==> src/hdl/assert_macros.svh <==
// Assertion macros shared by the surface charge colorizer RTL.
// Included by the files that carry concurrent assertions; no dependencies.
`ifndef ASSERT_MACROS_SVH
`define ASSERT_MACROS_SVH

// Condition must hold at every clock edge outside reset.
`define ASSERT_ALWAYS(lbl, clk, rst_n, cond) \
  lbl: assert property (@(posedge clk) disable iff (!rst_n) (cond)) \
    else $error("assertion failed: %m");

// Consequent must hold in the cycle after the antecedent.
`define ASSERT_NEXT(lbl, clk, rst_n, ante, cons) \
  lbl: assert property (@(posedge clk) disable iff (!rst_n) (ante) |=> (cons)) \
    else $error("assertion failed: %m");

`endif

==> src/hdl/scc_pkg.sv <==
// Package for the surface charge colorizer: payload types, register codes,
// controller states, command/status bundles and the exp2 table generator.
`timescale 1ns / 1ps

package scc_pkg;

  // Default sizes
  localparam int MAX_ATOMS_DEF       = 4096;
  localparam int EXP_TABLE_DEPTH_DEF = 256;

  // Field widths
  localparam int COORD_W    = 24;
  localparam int RAD_W      = 12;
  localparam int CHG_W      = 16;
  localparam int CFG_IDX_W  = 2;
  localparam int CFG_DATA_W = 16;
  localparam int CNT_OUT_W  = 13;

  // Arithmetic constants
  localparam int LOG2E_Q16  = 94548;
  localparam int LN2_Q30    = 744261118;
  localparam int T_LIMIT    = 64 * 4096;
  localparam int CHARGE_MAX = 8388607;
  localparam int CHARGE_MIN = -8388608;

  // Shared divider: numerator magnitude, divisor, quotient bits
  localparam int DIV_NUM_W = 49;
  localparam int DIV_DEN_W = 24;
  localparam int DIV_Q_W   = 20;

  // Width of one gaussian term after the exponent shift
  localparam int TERM_W = 41;

  // Register reset values
  localparam logic                         MODE_RST   = 1'b0;
  localparam logic [CFG_DATA_W-1:0]        CUTOFF_RST = 16'd2560;
  localparam logic signed [CFG_DATA_W-1:0] BLOB_RST   = -16'sd8192;

  typedef enum logic [CFG_IDX_W-1:0] {
    CFG_MODE   = 2'd0,
    CFG_CUTOFF = 2'd1,
    CFG_BLOB   = 2'd2
  } cfg_idx_e;

  typedef enum logic {
    OP_LOAD  = 1'b0,
    OP_QUERY = 1'b1
  } op_e;

  typedef enum logic {
    MODE_GAUSS = 1'b0,
    MODE_AVG   = 1'b1
  } mode_e;

  typedef struct packed {
    op_e                       operation;
    logic signed [COORD_W-1:0] pos_x;
    logic signed [COORD_W-1:0] pos_y;
    logic signed [COORD_W-1:0] pos_z;
    logic [RAD_W-1:0]          atom_radius;
    logic signed [CHG_W-1:0]   atom_charge;
  } in_item_t;

  typedef struct packed {
    logic signed [23:0]      vertex_charge;
    logic [7:0]              red;
    logic [7:0]              green;
    logic [7:0]              blue;
    logic [CNT_OUT_W-1:0]    neighbor_count;
    logic                    saturated;
  } out_item_t;

  typedef struct packed {
    logic signed [COORD_W-1:0] pos_x;
    logic signed [COORD_W-1:0] pos_y;
    logic signed [COORD_W-1:0] pos_z;
    logic [RAD_W-1:0]          atom_radius;
    logic signed [CHG_W-1:0]   atom_charge;
  } atom_t;

  typedef enum logic [3:0] {
    S_IDLE,
    S_FETCH,
    S_SQUARE,
    S_CHECK,
    S_DECIDE,
    S_TSTART,
    S_TDIV,
    S_EXPK,
    S_EMUL,
    S_ACCUM,
    S_NEXT,
    S_AVG_START,
    S_AVG_DIV,
    S_SATURATE,
    S_COLOR
  } ctrl_state_e;

  // Controller to datapath
  typedef struct packed {
    logic load_atom;
    logic latch_vtx;
    logic rd_en;
    logic sq_en;
    logic cmp_en;
    logic cnt_inc;
    logic acc_charge;
    logic prod_en;
    logic div_start;
    logic div_avg;
    logic exp1_en;
    logic exp2_en;
    logic exp3_en;
    logic acc_term;
    logic idx_inc;
    logic avg_take;
    logic sat_en;
    logic out_en;
  } cmd_t;

  // Datapath to controller
  typedef struct packed {
    logic  in_range;
    mode_e mode;
    logic  last_atom;
    logic  empty;
    logic  cnt_zero;
    logic  div_done;
  } sts_t;

  // 2^(k/depth) in Q.16 from x = k*ln2/depth in Q.30, by a power series up to the 30th power
  function automatic logic [16:0] exp2_entry(input logic [63:0] x);
    logic [63:0] sum;
    logic [63:0] term;
    sum  = 64'd1 << 30;
    term = 64'd1 << 30;
    for (int i = 1; i <= 30; i++) begin
      term = ((term * x) >> 30) / 64'(i);
      sum  = sum + term;
    end
    return 17'((sum + 64'd8192) >> 14);
  endfunction

endpackage

==> src/hdl/scc_ctrl.sv <==
// Controller state machine: sequences loads and the per-atom query walk.
// Depends on scc_pkg and assert_macros.svh.
`timescale 1ns / 1ps
`include "assert_macros.svh"

module scc_ctrl (
  input  logic                 clk_i,
  input  logic                 rst_ni,
  input  logic                 start_i,
  input  scc_pkg::op_e         op_i,
  input  scc_pkg::sts_t        sts_i,
  output scc_pkg::cmd_t        cmd_o,
  output logic                 busy_o,
  output logic                 done_o
);

  scc_pkg::ctrl_state_e state_q, state_d;
  logic                 done_q, done_d;

  always_ff @(posedge clk_i or negedge rst_ni) begin
    if (!rst_ni) begin
      state_q <= scc_pkg::S_IDLE;
      done_q  <= 1'b0;
    end else begin
      state_q <= state_d;
      done_q  <= done_d;
    end
  end

  // Next state and commands
  always_comb begin
    state_d = state_q;
    cmd_o   = '0;
    done_d  = 1'b0;
    case (state_q)
      scc_pkg::S_IDLE: begin
        if (start_i) begin
          if (op_i == scc_pkg::OP_LOAD) begin
            cmd_o.load_atom = 1'b1;
          end else begin
            cmd_o.latch_vtx = 1'b1;
            state_d = sts_i.empty ? scc_pkg::S_SATURATE : scc_pkg::S_FETCH;
          end
        end
      end
      scc_pkg::S_FETCH: begin
        cmd_o.rd_en = 1'b1;
        state_d = scc_pkg::S_SQUARE;
      end
      scc_pkg::S_SQUARE: begin
        cmd_o.sq_en = 1'b1;
        state_d = scc_pkg::S_CHECK;
      end
      scc_pkg::S_CHECK: begin
        cmd_o.cmp_en = 1'b1;
        state_d = scc_pkg::S_DECIDE;
      end
      scc_pkg::S_DECIDE: begin
        state_d = scc_pkg::S_NEXT;
        if (sts_i.in_range) begin
          cmd_o.cnt_inc = 1'b1;
          if (sts_i.mode == scc_pkg::MODE_AVG) begin
            cmd_o.acc_charge = 1'b1;
          end else begin
            cmd_o.prod_en = 1'b1;
            state_d = scc_pkg::S_TSTART;
          end
        end
      end
      scc_pkg::S_TSTART: begin
        cmd_o.div_start = 1'b1;
        state_d = scc_pkg::S_TDIV;
      end
      scc_pkg::S_TDIV: begin
        if (sts_i.div_done) begin
          cmd_o.exp1_en = 1'b1;
          state_d = scc_pkg::S_EXPK;
        end
      end
      scc_pkg::S_EXPK: begin
        cmd_o.exp2_en = 1'b1;
        state_d = scc_pkg::S_EMUL;
      end
      scc_pkg::S_EMUL: begin
        cmd_o.exp3_en = 1'b1;
        state_d = scc_pkg::S_ACCUM;
      end
      scc_pkg::S_ACCUM: begin
        cmd_o.acc_term = 1'b1;
        state_d = scc_pkg::S_NEXT;
      end
      scc_pkg::S_NEXT: begin
        if (!sts_i.last_atom) begin
          cmd_o.idx_inc = 1'b1;
          state_d = scc_pkg::S_FETCH;
        end else if (sts_i.mode == scc_pkg::MODE_AVG && !sts_i.cnt_zero) begin
          state_d = scc_pkg::S_AVG_START;
        end else begin
          state_d = scc_pkg::S_SATURATE;
        end
      end
      scc_pkg::S_AVG_START: begin
        cmd_o.div_start = 1'b1;
        cmd_o.div_avg   = 1'b1;
        state_d = scc_pkg::S_AVG_DIV;
      end
      scc_pkg::S_AVG_DIV: begin
        if (sts_i.div_done) begin
          cmd_o.avg_take = 1'b1;
          state_d = scc_pkg::S_SATURATE;
        end
      end
      scc_pkg::S_SATURATE: begin
        cmd_o.sat_en = 1'b1;
        state_d = scc_pkg::S_COLOR;
      end
      scc_pkg::S_COLOR: begin
        cmd_o.out_en = 1'b1;
        done_d  = 1'b1;
        state_d = scc_pkg::S_IDLE;
      end
      default: begin
        state_d = scc_pkg::S_IDLE;
      end
    endcase
  end

  assign busy_o = state_q != scc_pkg::S_IDLE;
  assign done_o = done_q;

  // Checks
  `ASSERT_NEXT(a_color_strobes, clk_i, rst_ni, state_q == scc_pkg::S_COLOR, done_q)
  `ASSERT_ALWAYS(a_strobe_when_idle, clk_i, rst_ni, !done_q || state_q == scc_pkg::S_IDLE)
  `ASSERT_ALWAYS(a_no_step_past_last, clk_i, rst_ni, !(cmd_o.idx_inc && sts_i.last_atom))
  `ASSERT_NEXT(a_query_goes_busy, clk_i, rst_ni, start_i && !busy_o && op_i == scc_pkg::OP_QUERY, busy_o)

endmodule

==> config.mk <==
export PLATFORM = sky130hd
export DESIGN_NAME = scc_ctrl
export DESIGN_NICKNAME = d
export VERILOG_FILES = /design/src/hdl/scc_pkg.sv /design/src/hdl/scc_ctrl.sv
export VERILOG_INCLUDE_DIRS = /design/src /design/src/hdl
export SDC_FILE = /design/constraint.sdc
export NUM_CORES = 1
export LEC_CHECK = 0
export BUFFER_PORTS_ARGS = -buffer_cell sky130_fd_sc_hd__buf_2
export CAP_MARGIN = 30
export CORE_MARGIN = 3
export CORE_UTILIZATION = 26
export CTS_CLUSTER_DIAMETER = 120
export DETAILED_ROUTE_END_ITERATION = 10
export GPL_ROUTABILITY_DRIVEN = 0
export SLEW_MARGIN = 10
export SYNTH_ARGS = -nofsm -noshare
export SYNTH_HDL_FRONTEND = slang
export SYNTH_SLANG_ARGS = --single-unit
==> constraint.sdc <==
create_clock -name clk_i -period 2.6 [get_ports clk_i]
set_input_delay 0.65 -clock clk_i [delete_from_list [all_inputs] [get_ports clk_i]]
set_output_delay 0.65 -clock clk_i [all_outputs]
set_load 0.1 [all_outputs]
After elaboration in Yosys (flattened, before gate mapping)
Cells that the tools add are included.
{"block": "classes", "n_eq_ne": 18, "n_mux": 33, "reduce_logical": 6}
{"op": "4-bit one-hot mux with 14 select lines", "n": 1}
{"op": "4-bit two-way mux", "n": 8}
{"op": "4-bit equality test, second input constant", "n": 7}
{"op": "1-bit two-way mux", "n": 19}
{"op": "4-bit by 3-bit equality test with 1-bit output, second input constant", "n": 4}
{"op": "3-bit two-way mux", "n": 3}
{"op": "4-bit by 2-bit equality test with 1-bit output, second input constant", "n": 2}
{"op": "2-bit != test, second input constant", "n": 4}
{"op": "4-bit by 1-bit equality test with 1-bit output, second input constant", "n": 1}
{"op": "4-bit zero test", "n": 1}
{"op": "2-bit two-way mux", "n": 2}
{"op": "4-bit AND reduction", "n": 1}
{"op": "4-bit nonzero test", "n": 1}
{"op": "2-bit OR reduction", "n": 1}
{"op": "1-bit logical AND", "n": 1}
{"op": "1-bit zero test", "n": 1}
{"block": "totals", "ff_bits": 5, "input_bits": 10, "out_inout_bits": 20, "word_cells": 59}

Logic depth before layout (Yosys ltp)
{"block": "logic_depth", "word_depth": 5, "depth_mapped": 5, "mapped_depth_nobuf": 4}

Least setup slack after synthesis
No wires, ideal clock.
{"block": "synth_path", "path_kind": "reg-to-output", "from": "register state_q[1]", "to": "output port cmd_o[10] (netlist name)", "t_arrival_ps": 5391, "t_required_ps": 1950, "slack_ps": -3441, "path_stages_with_launch": 5, "n_path_buf": 2, "path_cell_list": "dfrtp_1 buf_2 buf_2 nor4b_1 nor2b_1"}
{"element": "start: declaration", "line": "scc_ctrl.sv:17", "text": "scc_pkg::ctrl_state_e state_q, state_d;"}
{"element": "start signal: assignment", "line": "scc_ctrl.sv:22", "text": "state_q <= scc_pkg::S_IDLE;"}
{"element": "start signal: assignment", "line": "scc_ctrl.sv:25", "text": "state_q <= state_d;"}
{"element": "end: declaration", "line": "scc_ctrl.sv:12", "text": "output scc_pkg::cmd_t cmd_o,"}

==> summary.md <==
| Metric | Value |
|---|---|
| Status | `finished, final reports clean` |
| Syn nets | `between 80 and 90` |
| Max-cap viol count | `0` |
| Slew margin rel. | `0.677` |
| R2r setup slk | `approximately 0.9 ns` |
| # resized after CTS | `0` |
| Critical-path cell list | `nand2b_4 > nor4b_4 > nor2b_4 > buf_12` |
| Post-route DRC | `0` |
| Arrival time worst endpoint | `roughly 1.8 ns` |
| RSZ-0062 raised after global routing | `no` |
| Syn_area_per_cell | `7.10 um^2` |
| Yosys cell types | `30` |
| Post-DP HPWL | `around 1.4 mm` |
| Post-DR vias/cell | `between 4 and 5` |
| Req. time, crit path | `1.95 ns` |
| Worst path max stage delay | `~0.50 ns` |
| Most common cell after layout, fill and taps aside | `buf_2` |
| DRT antenna net count | `0` |
| Port Buffer Count | `29` |
| Final hold viol count | `0` |
| Via count | `between 600 and 700` |
| Area growth syn-to-layout | `79.2%` |
| Slack of the critical path | `approximately 0.14 ns` |
| Global-route wire length before repair | `between 2 and 3 mm` |
| Remaining Overflow, GRT | `0` |
| Die ar. | `~2700 um^2` |
| Crit start category | `register` |
| DIE HEIGHT | `51.9 um` |
| Cell count after synthesis | `77` |
| Clock Sinks | `5` |
| Setup crit end kind | `primary output` |
| CP bufs+invs | `1` |
| Chip width | `between 50 and 60 um` |
| Io pins | `30` |
| Max Clock Freq | `407 MHz` |
| Hold WC Path Type | `in -> async` |
| Cts bufs inserted | `3` |
| Maximum fanout along the worst path | `8` |
| Worst-margin pin slew | `just under 0.5 ns` |
| DP Worst Slack | `about 0.37 ns` |
| Antenna cells | `0` |
| # fillers | `approximately 180` |
| Final worst path period need | `approximately 2.5 ns` |
| Final worst path period share | `0.946` |
| Max Slew Vio Count | `0` |
| Sequential share of the synthesized area | `0.229` |
| CTS tree | `built` |
| Vias in the first global route | `between 600 and 700` |
| Crit Path Class | `reg -> out` |
| Final net count | `about 120` |
| Clock Latency Late Sink | `approximately 0.24 ns` |
| FF+latch count, synth | `5` |
| CP max stage cell | `dfrtp_1` |
| CTS H-tree depth | `1` |
| Initial Util | `0.294` |
| Synth Warn # | `0` |
| Post-synthesis cell area | `~550 um^2` |
| Final Setup Violations | `0` |
| Post-CTS Hold Buffers | `0` |
| Post-CTS setup buffers | `0` |
| CTS root buf | `clkbuf_4` |
| Worst path top cell family by delay | `simple AND/OR/NAND/NOR gates` |
| Drt wl/cell | `13.2 um` |
| Clk buf depth | `2` |
| Largest net degree at the start of global routing | `14` |
| Overall Global Routing Usage | `0.140` |
| DR iter-0 viols | `14` |
| Most frequent cells in the layout | `19 x buf_2, 10 x buf_12, 7 x nand2_1, 6 x nor2_1` |
| Drt first pass iters | `4` |
| Clk pin slew, worst setup/hold paths | `roughly 0.040 ns` |
| Core region area | `1860 um^2` |
| Row cnt | `15` |
| Share of layout cells above drive strength 1 | `0.495` |
| Initial antenna violation count | `0` |
| Routed wire length | `approximately 1.7 mm` |
| Clk_skew | `between 0.0005 and 0.0006 ns` |
-- metrics by stage --
| stage | util | hold slack [ns] | TNS (ns) | std cells | area, um^2 |
|---|---|---|---|---|---|
| final | 0.527 | 0.209 | 0 | 132 | 980 |
| after global routing | 0.527 | 0.205 | 0 | 132 | 980 |
| after CTS | 0.527 | 0.203 | 0 | 132 | 980 |
| after detailed placement | 0.513 | 0.470 | 0 | 128 | 953 |
| after global placement | 0.513 | 0.468 | 0 | 128 | 953 |
| after floorplan | - | 0.354 | -1.97 | 77 | 652 |
-- area by class of cell --
type	instances	area [um^2]	area share
clock buffer	4	26.3	0.0268
inverter	4	15.0	0.0153
multi-input combinational	60	449	0.458
sequential	5	125	0.128
tap	25	31.3	0.0319
timing repair buffer	34	333	0.340
-- synthesized netlist by cell type --
cell type | instances | area, um^2
nor4b_1 | 1 | 8.76
or3_1 | 1 | 6.26
a211oi_1 | 1 | 7.51
o22ai_1 | 1 | 6.26
and3_1 | 2 | 12.5
buf_6 | 2 | 22.5
dfrtp_1 | 5 | 125
nor3_1 | 6 | 30.0
a31oi_1 | 2 | 12.5
buf_2 | 3 | 15.0
nor2_1 | 10 | 37.5
a21boi_0 | 1 | 7.51
o2bb2ai_1 | 1 | 8.76
clkbuf_1 | 1 | 3.75
a32o_1 | 1 | 10.0
nor4_1 | 2 | 12.5
nand2_1 | 7 | 26.3
a21oi_1 | 4 | 20.0
o21ai_0 | 3 | 15.0
and2_1 | 2 | 12.5
nor3b_1 | 1 | 7.51
nand2b_1 | 4 | 25.0
buf_4 | 2 | 15.0
inv_1 | 4 | 15.0
o21bai_1 | 1 | 7.51
a22o_1 | 2 | 17.5
xor2_1 | 2 | 17.5
or4b_1 | 1 | 10.0
nor2b_1 | 3 | 18.8
nor4_2 | 1 | 12.5
-- flip-flops by register name, indices dropped and copies added, names as in the netlist --
register  count
state_q       4
done_o        1
-- worst paths after layout --
path,from,endpoint,cells past startpoint
worst max-delay path,state_q[3],cmd_o[10],4
worst min-delay path,rst_ni,state_q[2],1
worst max register to register,state_q[3],state_q[2],5
worst min register to register,state_q[0],state_q[0],1
max in group asynchronous,rst_ni,state_q[3],1
min in group clk_i,state_q[0],state_q[0],1
-- cell families (layout without fill, tap and decap cells) --
kind of cell | count (synthesis) | count (layout) | synth area share
buffers and inverters | 12 | 42 | 0.130
and+or+nand+nor | 41 | 41 | 0.403
DFF | 5 | 5 | 0.229
AOI/OAI and AO/OA | 17 | 17 | 0.206
xor gates and xnor gates | 2 | 2 | 0.0320
-- layer usage --
metal,up-vias,global-route usage,part of all wire
li1,328,-,-
met2,31,0.211,0.46
met4,0,0.0306,0.0023
met1,296,0.181,0.44
met5,-,0,0
met3,2,0.0630,0.093
-- worst register-to-register path: cells and delay by family (launching register included) --
family | cells | cell delay [ns]
AOI/OAI and AO/OA | 3 | 0.39
buffers and inverters | 1 | 0.24
DFF | 1 | 0.50
and+or+nand+nor | 1 | 0.47
Power is left out: the tool's default activity adds up to more than one toggle a clock period on the data nets, which glitch-free logic cannot reach.
